[src/rtl/core/mexp_pkg.sv]
// ----------------------------------------------------------------------------
// mexp_pkg
// shared widths, micro-op encodings and the control store for the
// modular exponentiation sequencer
// ----------------------------------------------------------------------------
package mexp_pkg;

    localparam int MOD_W       = 31;
    localparam int BASE_W      = 32;
    localparam int EXP_W_MAX   = 63;
    localparam int EXP_WIDTH_DEF = 63;
    localparam int IN_TDATA_W  = 96;
    localparam int OUT_TDATA_W = 32;
    localparam int PC_W        = 4;

    localparam logic [MOD_W-1:0] MOD_RESET = 31'd1000000007;

    // multiplier operand / destination choice
    typedef enum logic [1:0] {
        MS_RED,   // b = 1 * b mod m  (base reduction)
        MS_RMUL,  // r = r * b mod m
        MS_SQR    // b = b * b mod m, exponent shifts
    } t_mul_sel;

    typedef enum logic [1:0] {
        RI_KEEP,
        RI_ONE,
        RI_ZERO,
        RI_ONEMOD
    } t_r_init;

    typedef enum logic [2:0] {
        C_NEVER,
        C_ALWAYS,
        C_EZERO,
        C_MZERO,
        C_ELSB0,
        C_MORE
    } t_cond;

    typedef struct packed {
        logic            wait_in;
        logic            emit;
        logic            mul_en;
        t_mul_sel        mul_sel;
        t_r_init         r_init;
        t_cond           cond;
        logic [PC_W-1:0] target;
    } t_uword;

    // request from the sequencer to the modular multiplier
    typedef struct packed {
        logic              start;
        logic [MOD_W-1:0]  x;
        logic [BASE_W-1:0] y;
    } t_mul_req;

    // program addresses
    localparam logic [PC_W-1:0] PC_WAIT   = 4'd0;
    localparam logic [PC_W-1:0] PC_CHK_E  = 4'd1;
    localparam logic [PC_W-1:0] PC_CHK_M  = 4'd2;
    localparam logic [PC_W-1:0] PC_INIT_R = 4'd3;
    localparam logic [PC_W-1:0] PC_RED    = 4'd4;
    localparam logic [PC_W-1:0] PC_LOOP   = 4'd5;
    localparam logic [PC_W-1:0] PC_RMUL   = 4'd6;
    localparam logic [PC_W-1:0] PC_SQR    = 4'd7;
    localparam logic [PC_W-1:0] PC_EMIT   = 4'd8;

    localparam t_uword UW_NOP = '{
        wait_in: 1'b0, emit: 1'b0, mul_en: 1'b0, mul_sel: MS_RED,
        r_init: RI_KEEP, cond: C_NEVER, target: PC_WAIT
    };

    // control store
    function automatic t_uword f_rom(input logic [PC_W-1:0] a);
        t_uword w;
        w = UW_NOP;
        case (a)
            PC_WAIT: begin
                w.wait_in = 1'b1;
            end
            PC_CHK_E: begin
                w.r_init = RI_ONE;
                w.cond   = C_EZERO;
                w.target = PC_EMIT;
            end
            PC_CHK_M: begin
                w.r_init = RI_ZERO;
                w.cond   = C_MZERO;
                w.target = PC_EMIT;
            end
            PC_INIT_R: begin
                w.r_init = RI_ONEMOD;
            end
            PC_RED: begin
                w.mul_en  = 1'b1;
                w.mul_sel = MS_RED;
            end
            PC_LOOP: begin
                w.cond   = C_ELSB0;
                w.target = PC_SQR;
            end
            PC_RMUL: begin
                w.mul_en  = 1'b1;
                w.mul_sel = MS_RMUL;
            end
            PC_SQR: begin
                w.mul_en  = 1'b1;
                w.mul_sel = MS_SQR;
                w.cond    = C_MORE;
                w.target  = PC_LOOP;
            end
            PC_EMIT: begin
                w.emit   = 1'b1;
                w.cond   = C_ALWAYS;
                w.target = PC_WAIT;
            end
            default: begin
                w.cond   = C_ALWAYS;
                w.target = PC_WAIT;
            end
        endcase
        return w;
    endfunction

endpackage

[src/rtl/core/mexp_mulmod.sv]
// ----------------------------------------------------------------------------
// mexp_mulmod
// bit-serial modular multiplier, x * y mod m, one bit of y per cycle
// ----------------------------------------------------------------------------
module mexp_mulmod
    import mexp_pkg::*;
(
    input  logic             i_clk,
    input  logic             i_rst_n,
    input  t_mul_req         i_req,
    input  logic [MOD_W-1:0] i_m,
    output logic             o_done,
    output logic [MOD_W-1:0] o_prod
);

    localparam int CNT_W = $clog2(BASE_W);

    logic              r_busy;
    logic              r_done;
    logic [CNT_W-1:0]  r_cnt;
    logic [MOD_W-1:0]  r_acc;
    logic [MOD_W-1:0]  r_x;
    logic [BASE_W-1:0] r_y;

    logic [MOD_W-1:0]  n_acc;
    logic [MOD_W+1:0]  s_acc2;
    logic [MOD_W+2:0]  s_d1;
    logic [MOD_W+2:0]  s_d2;
    logic              s_last;

    // 2*acc + bit*x stays below 3m, so at most two subtractions of m
    always_comb begin
        s_acc2 = {1'b0, r_acc, 1'b0}
               + (r_y[BASE_W-1] ? {2'b00, r_x} : {(MOD_W+2){1'b0}});
        s_d1   = {1'b0, s_acc2} - {3'b000, i_m};
        s_d2   = {1'b0, s_acc2} - {2'b00, i_m, 1'b0};
        if (!s_d2[MOD_W+2]) begin
            n_acc = s_d2[MOD_W-1:0];
        end else if (!s_d1[MOD_W+2]) begin
            n_acc = s_d1[MOD_W-1:0];
        end else begin
            n_acc = s_acc2[MOD_W-1:0];
        end
        s_last = (r_cnt == CNT_W'(BASE_W - 1));
    end

    always_ff @(posedge i_clk) begin
        if (!i_rst_n) begin
            r_busy <= 1'b0;
            r_done <= 1'b0;
            r_cnt  <= '0;
        end else begin
            r_done <= 1'b0;
            if (i_req.start) begin
                r_busy <= 1'b1;
                r_cnt  <= '0;
            end else if (r_busy) begin
                r_cnt <= r_cnt + 1'b1;
                if (s_last) begin
                    r_busy <= 1'b0;
                    r_done <= 1'b1;
                end
            end
        end
    end

    always_ff @(posedge i_clk) begin
        if (i_req.start) begin
            r_acc <= '0;
            r_x   <= i_req.x;
            r_y   <= i_req.y;
        end else if (r_busy) begin
            r_acc <= n_acc;
            r_y   <= {r_y[BASE_W-2:0], 1'b0};
        end
    end

    assign o_done = r_done;
    assign o_prod = r_acc;

    a_no_restart : assert property (@(posedge i_clk) disable iff (!i_rst_n)
        i_req.start |-> !r_busy)
        else $error("multiplier started while busy");

    a_done_after_busy : assert property (@(posedge i_clk) disable iff (!i_rst_n)
        r_done |-> $past(r_busy) && !r_busy)
        else $error("done without a finished run");

    a_reduced : assert property (@(posedge i_clk) disable iff (!i_rst_n)
        r_done |-> (r_acc < i_m))
        else $error("product not reduced below modulus");

endmodule

[src/rtl/core/modular_exponentiation_top.sv]
// ----------------------------------------------------------------------------
// modular_exponentiation_top
// base ** exponent mod modulus, right-to-left square and multiply
// ----------------------------------------------------------------------------
// sequence: a zero exponent or a zero modulus skips straight to the result;
//   otherwise the base is reduced, then one square runs per exponent bit up to
//   and including the highest set bit, with one extra multiply for each set
//   bit; every modular multiply runs in the bit-serial unit
// throughput: one item at a time; the next item is taken once the result
//   has moved into the output register, even while that result still waits
// reset: synchronous active-low; modulus returns to 1000000007, the
//   sequencer goes to its wait step and the output register empties
// ----------------------------------------------------------------------------
module modular_exponentiation_top
    import mexp_pkg::*;
#(
    parameter int EXP_WIDTH = EXP_WIDTH_DEF
) (
    input  logic                   i_clk,
    input  logic                   i_rst_n,
    // input items
    input  logic                   s_axis_tvalid,
    output logic                   s_axis_tready,
    input  logic [IN_TDATA_W-1:0]  s_axis_tdata,   // base[31:0], exponent[94:32]
    // result items
    output logic                   m_axis_tvalid,
    input  logic                   m_axis_tready,
    output logic [OUT_TDATA_W-1:0] m_axis_tdata,   // power[30:0]
    // modulus register write
    input  logic                   i_cfg_valid,
    output logic                   o_cfg_ready,
    input  logic [MOD_W-1:0]       i_cfg_data
);

    // program state
    logic [PC_W-1:0]      r_pc;
    logic [PC_W-1:0]      n_pc;
    logic                 r_issued;     // multiply of this step already started
    logic                 n_issued;
    logic                 r_out_valid;
    logic                 n_out_valid;

    // datapath
    logic [MOD_W-1:0]     r_m;          // modulus
    logic [BASE_W-1:0]    r_b;          // base, later the running square
    logic [BASE_W-1:0]    n_b;
    logic [EXP_WIDTH-1:0] r_e;          // exponent, shifted right per square
    logic [EXP_WIDTH-1:0] n_e;
    logic [MOD_W-1:0]     r_r;          // running result
    logic [MOD_W-1:0]     n_r;
    logic [MOD_W-1:0]     r_power;
    logic [MOD_W-1:0]     n_power;

    t_uword               s_w;
    logic                 s_take;
    logic                 s_in_acc;
    t_mul_req             s_mul_req;
    logic                 s_mul_done;
    logic [MOD_W-1:0]     s_mul_prod;

    mexp_mulmod u_mulmod (
        .i_clk   (i_clk),
        .i_rst_n (i_rst_n),
        .i_req   (s_mul_req),
        .i_m     (r_m),
        .o_done  (s_mul_done),
        .o_prod  (s_mul_prod)
    );

    always_comb begin
        s_w      = f_rom(r_pc);
        s_in_acc = s_axis_tvalid && s_w.wait_in;

        // branch condition of the current micro-step
        case (s_w.cond)
            C_NEVER:  s_take = 1'b0;
            C_ALWAYS: s_take = 1'b1;
            C_EZERO:  s_take = (r_e == '0);
            C_MZERO:  s_take = (r_m == '0);
            C_ELSB0:  s_take = !r_e[0];
            C_MORE:   s_take = ((r_e >> 1) != '0);
            default:  s_take = 1'b0;
        endcase

        // multiplier operands: y is always the square, x picks the other side
        s_mul_req.start = 1'b0;
        s_mul_req.y     = r_b;
        case (s_w.mul_sel)
            MS_RED:  s_mul_req.x = MOD_W'(1);
            MS_RMUL: s_mul_req.x = r_r;
            MS_SQR:  s_mul_req.x = r_b[MOD_W-1:0];
            default: s_mul_req.x = r_b[MOD_W-1:0];
        endcase

        n_pc        = r_pc;
        n_issued    = r_issued;
        n_b         = r_b;
        n_e         = r_e;
        n_r         = r_r;
        n_power     = r_power;
        n_out_valid = r_out_valid;

        if (r_out_valid && m_axis_tready) begin
            n_out_valid = 1'b0;
        end

        if (s_w.wait_in) begin
            // load a new item
            if (s_in_acc) begin
                n_b  = s_axis_tdata[BASE_W-1:0];
                n_e  = s_axis_tdata[BASE_W +: EXP_WIDTH];
                n_pc = r_pc + 1'b1;
            end
        end else if (s_w.emit) begin
            // hand the result to the output register once it has room
            if (!r_out_valid || m_axis_tready) begin
                n_out_valid = 1'b1;
                n_power     = r_r;
                n_pc        = s_w.target;
            end
        end else if (s_w.mul_en) begin
            if (!r_issued) begin
                s_mul_req.start = 1'b1;
                n_issued        = 1'b1;
            end else if (s_mul_done) begin
                n_issued = 1'b0;
                case (s_w.mul_sel)
                    MS_RMUL: n_r = s_mul_prod;
                    MS_SQR: begin
                        n_b = {1'b0, s_mul_prod};
                        n_e = r_e >> 1;
                    end
                    default: n_b = {1'b0, s_mul_prod};
                endcase
                n_pc = s_take ? s_w.target : r_pc + 1'b1;
            end
        end else begin
            // result seeding; one mod m is zero for a modulus of one
            case (s_w.r_init)
                RI_ONE:    n_r = MOD_W'(1);
                RI_ZERO:   n_r = '0;
                RI_ONEMOD: n_r = (r_m == MOD_W'(1)) ? '0 : MOD_W'(1);
                default:   n_r = r_r;
            endcase
            n_pc = s_take ? s_w.target : r_pc + 1'b1;
        end
    end

    // control state and modulus register
    always_ff @(posedge i_clk) begin
        if (!i_rst_n) begin
            r_pc        <= PC_WAIT;
            r_issued    <= 1'b0;
            r_out_valid <= 1'b0;
            r_m         <= MOD_RESET;
        end else begin
            r_pc        <= n_pc;
            r_issued    <= n_issued;
            r_out_valid <= n_out_valid;
            if (i_cfg_valid) begin
                r_m <= i_cfg_data;
            end
        end
    end

    // payload registers
    always_ff @(posedge i_clk) begin
        r_b     <= n_b;
        r_e     <= n_e;
        r_r     <= n_r;
        r_power <= n_power;
    end

    assign s_axis_tready = s_w.wait_in;
    assign m_axis_tvalid = r_out_valid;
    assign m_axis_tdata  = {{(OUT_TDATA_W - MOD_W){1'b0}}, r_power};
    assign o_cfg_ready   = 1'b1;

endmodule
[config.mk]
export PLATFORM = sky130hd
export DESIGN_NAME = modular_exponentiation_top
export DESIGN_NICKNAME = d
export VERILOG_FILES = /design/src/rtl/core/mexp_pkg.sv /design/src/rtl/core/mexp_mulmod.sv /design/src/rtl/core/modular_exponentiation_top.sv
export SDC_FILE = /design/constraint.sdc
export NUM_CORES = 1
export LEC_CHECK = 0
export BUFFER_PORTS_ARGS = -buffer_cell sky130_fd_sc_hd__buf_2
export CAP_MARGIN = 30
export CORE_ASPECT_RATIO = 1.2
export CORE_MARGIN = 3
export CORE_UTILIZATION = 60
export DETAILED_ROUTE_END_ITERATION = 10
export PLACE_DENSITY = 0.82
export SYNTH_ARGS = -nofsm -noshare
export SYNTH_HDL_FRONTEND = slang
export SYNTH_SLANG_ARGS = --single-unit
[constraint.sdc]
create_clock -name i_clk -period 7.1 [get_ports i_clk]
set_input_delay 1.42 -clock i_clk [delete_from_list [all_inputs] [get_ports i_clk]]
set_output_delay 1.42 -clock i_clk [all_outputs]
set_load 0.05 [all_outputs]
==> results.cfg <==
[run_status]
run_status = completed

[cells_and_area]
drive_gt1_share_pct = 12.9
area_delta_synth_final_pct = 12.5
antenna_cells = 0
fillCellCount = 2216
design_area_um2 = 19900
nNetsFinal = 2279

[floorplan]
core_area_um2 = 28800
initial_core_util_pct = 61.2
io_pins = 167
chipHeight_um = 194
die_x_um = 163
dieArea_um2 = 31500
fp-row-count = 68

[synth]
synthDistinctLibCells = 81
yosysMostFrequentCell = nand2_1
yosys-top-cells-area = edfxtp_1 (37%), nand2_1 (9.5%), dfxtp_1 (8.5%)
async_reset_ff_share_pct = 0
synth_common_cells = nand2_1 (449), edfxtp_1 (220), a21oi_1 (122)
syn-num-nets = 2149
syn_avg_cell_area_um2 = 9.22
ys.warnings.count = 0
yosys_most_used_dff = edfxtp_1
synth_top_area_share_pct = 37.4
synth_area_um2 = 17700
synth-seq-cells = 295
syn-instance-count = 1914
synth_edf_count = 220
yosysTopAreaCell = edfxtp_1
ys_seq_area_share_pct = 45.9

[job]
maxCapViolCount = 0

[global_route]
gr-total-overflow = 0
antenna_found_initial = 0
grt_max_degree = 91
grt_pass1_wl_mm = 73.3
grt_pass1_vias = 14000
grtUsageTotal_pct = 28.4

[power]
p_per_area_nw_per_um2 = 510
power_switching_mw = 4.53
internal_power_mw = 5.59
ir_drop_mv = 0.325
power_mw = 10.1
seqPwrFrac_pct = 28.7
comb_power_share_pct = 54.4
clkPwrFrac_pct = 17.0
p_leak_nw = 8.53
p_sw_share_pct = 44.7

[detailed_routing]
drt_pass1_iterations = 8
routed-via-count = 14800
drt-total-wl_mm = 46.0
drc = 0
via_per_inst = 6.03
ant_nets = 0
wl_per_cell_um = 18.7
drt_iter0_drc = 1224

[setup_path]
cp_top_family = compound AO/OA/AOI/OAI gates
crit_required_ns = 7.56
crit_type = reg2reg
crit_path_start_kind = register
critical_path.max_stage_delay_ns = 0.58
worst-path-buf-inv = 3
crit_slowest_cell = or4_4
arrival_ns = 6.58
cp-end-kind = register
critical_path.max_fanout = 11

[clock_tree]
post_cts_buffers = 0
cts.clk_slew.worst_paths_ns = 0.06
ctsLongestPathBuffers = 3
cts_sinks = 295
worstSkewPairLatency_ns = 0.57
cts_root_buf = clkbuf_16
htreeDepth = 1
cts_tree = built
cts-buffers-inserted = 31
cts_resized = 0
hold_buffers = 0

[sta]
rsz0062_at_grt = false
hold_violations = 0
drv_slew = 0
setup_viol = 0
max_freq_mhz = 163
tightest_slew_ns = 1.02
min_period_over_period_pct = 86.3
max_slew_margin_pct = 31.8
clock_skew_ns = 0.0152
hold_ws_ns = 0.455
fin_setup_tns_ns = 0
layout_min_cycle_time_ns = 6.13

[placement]
gp_congestion = 0.912
numPortBuffers = 163
hpwl_mm = 33.4
dpl_cell_area_um2 = 18800

[hold_path]
hp-class = reg2reg
registers in the layout, summed over array words and instances, names as in the netlist, 4 cells and up:
register and cells:
u_mulmod.r_x 31, r_m 31, r_pc 4, r_b 32, u_mulmod.o_prod 31, r_r 31
r_e 63, u_mulmod.r_y 32, r_power 31, u_mulmod.r_cnt 5
worst register-to-register path, delay by kind of cell (launching register included):
family	cells	cell delay [ns]
compound gates	13	2.56
fa+ha+maj	3	1.01
buf+inv	3	0.53
flops	1	0.41
mux	1	0.12
simple gates	5	1.40
per-stage QoR:
stage                     instances  setup WS, ns  utilization [%]
after floorplan                1914         0.699                -
after global placement         2396          1.24             65.1
after detailed placement       2396          1.16             65.1
after CTS                      2454          1.07             68.8
after global routing           2454         0.542             68.8
final                          2454         0.972             68.8
area by class of cell:
type                            instances  area (um^2)  area share [%]
Timing Repair Buffer                  187          996            5.02
Inverter                               74          278            1.40
Clock buffer                           39          836            4.21
Clock inverter                         19          249            1.25
Sequential cell                       295         8110            40.8
Multi-Input combinational cell       1455         8910            44.9
Tap cell                              385          482            2.43
power groups by stage:
stage	clock [mW]	sequential [mW]	combinational (mW)
after floorplan	0	2.96	4.01
after global placement	0	2.89	5.27
after detailed placement	0	2.91	5.38
after CTS	1.73	2.89	5.42
after global routing	1.81	2.95	6.05
final	1.72	2.90	5.50
worst paths after layout:
kind                                                 start                               to  slack (ns)  depth (start not counted)
worst max-delay path            u_mulmod.r_y[31]$_DFFE_PP_  u_mulmod.o_prod[3]$_SDFFE_PP0P_        0.97                         25
worst min-delay path                  r_r[3]$_SDFFCE_PP0P_             r_power[3]$_DFFE_PP_        0.45                          0
worst max register to register  u_mulmod.r_y[31]$_DFFE_PP_  u_mulmod.o_prod[3]$_SDFFE_PP0P_        0.97                         25
worst min register to register        r_r[3]$_SDFFCE_PP0P_             r_power[3]$_DFFE_PP_        0.45                          0
cell families after synthesis:
family	after synthesis	synth area share (%)
AND/OR/NAND/NOR	784	20.2
AO/OA/AOI/OAI	463	17.3
flip-flops	295	45.9
buffers and inverters	164	3.72
adder cells (fa/ha/maj)	103	7.43
XOR/XNOR	72	3.57
multiplexers	31	1.79
other	2	0.0425
metal layers:
| metal | vias to the layer above | routed length (um) | track usage [%] |
|---|---|---|---|
| li1 | 7167 | - | - |
| met1 | 6929 | 20200 | 42.7 |
| met2 | 650 | 21300 | 44.8 |
| met3 | 59 | 3660 | 3.42 |
| met4 | 0 | 801 | 5.73 |
| met5 | - | 0 | 0 |
layout by cell type (no fill, tap or decap), drive strengths merged, types with 23 or more instances in the layout:
master	n
xnor2	48
a22o	31
nand2b	23
and3	37
xor2	24
o21ai	98
and2	42
nand2	450
a21oi	126
ha	100
clkbuf	39
inv	77
buf	187
mux2i	29
nor2	75
nor2b	25
dfxtp	75
nand3	42
a21o	33
nor4	24
edfxtp	220
o211ai	43
No activity file was read; power rests on OpenSTA's default activity.
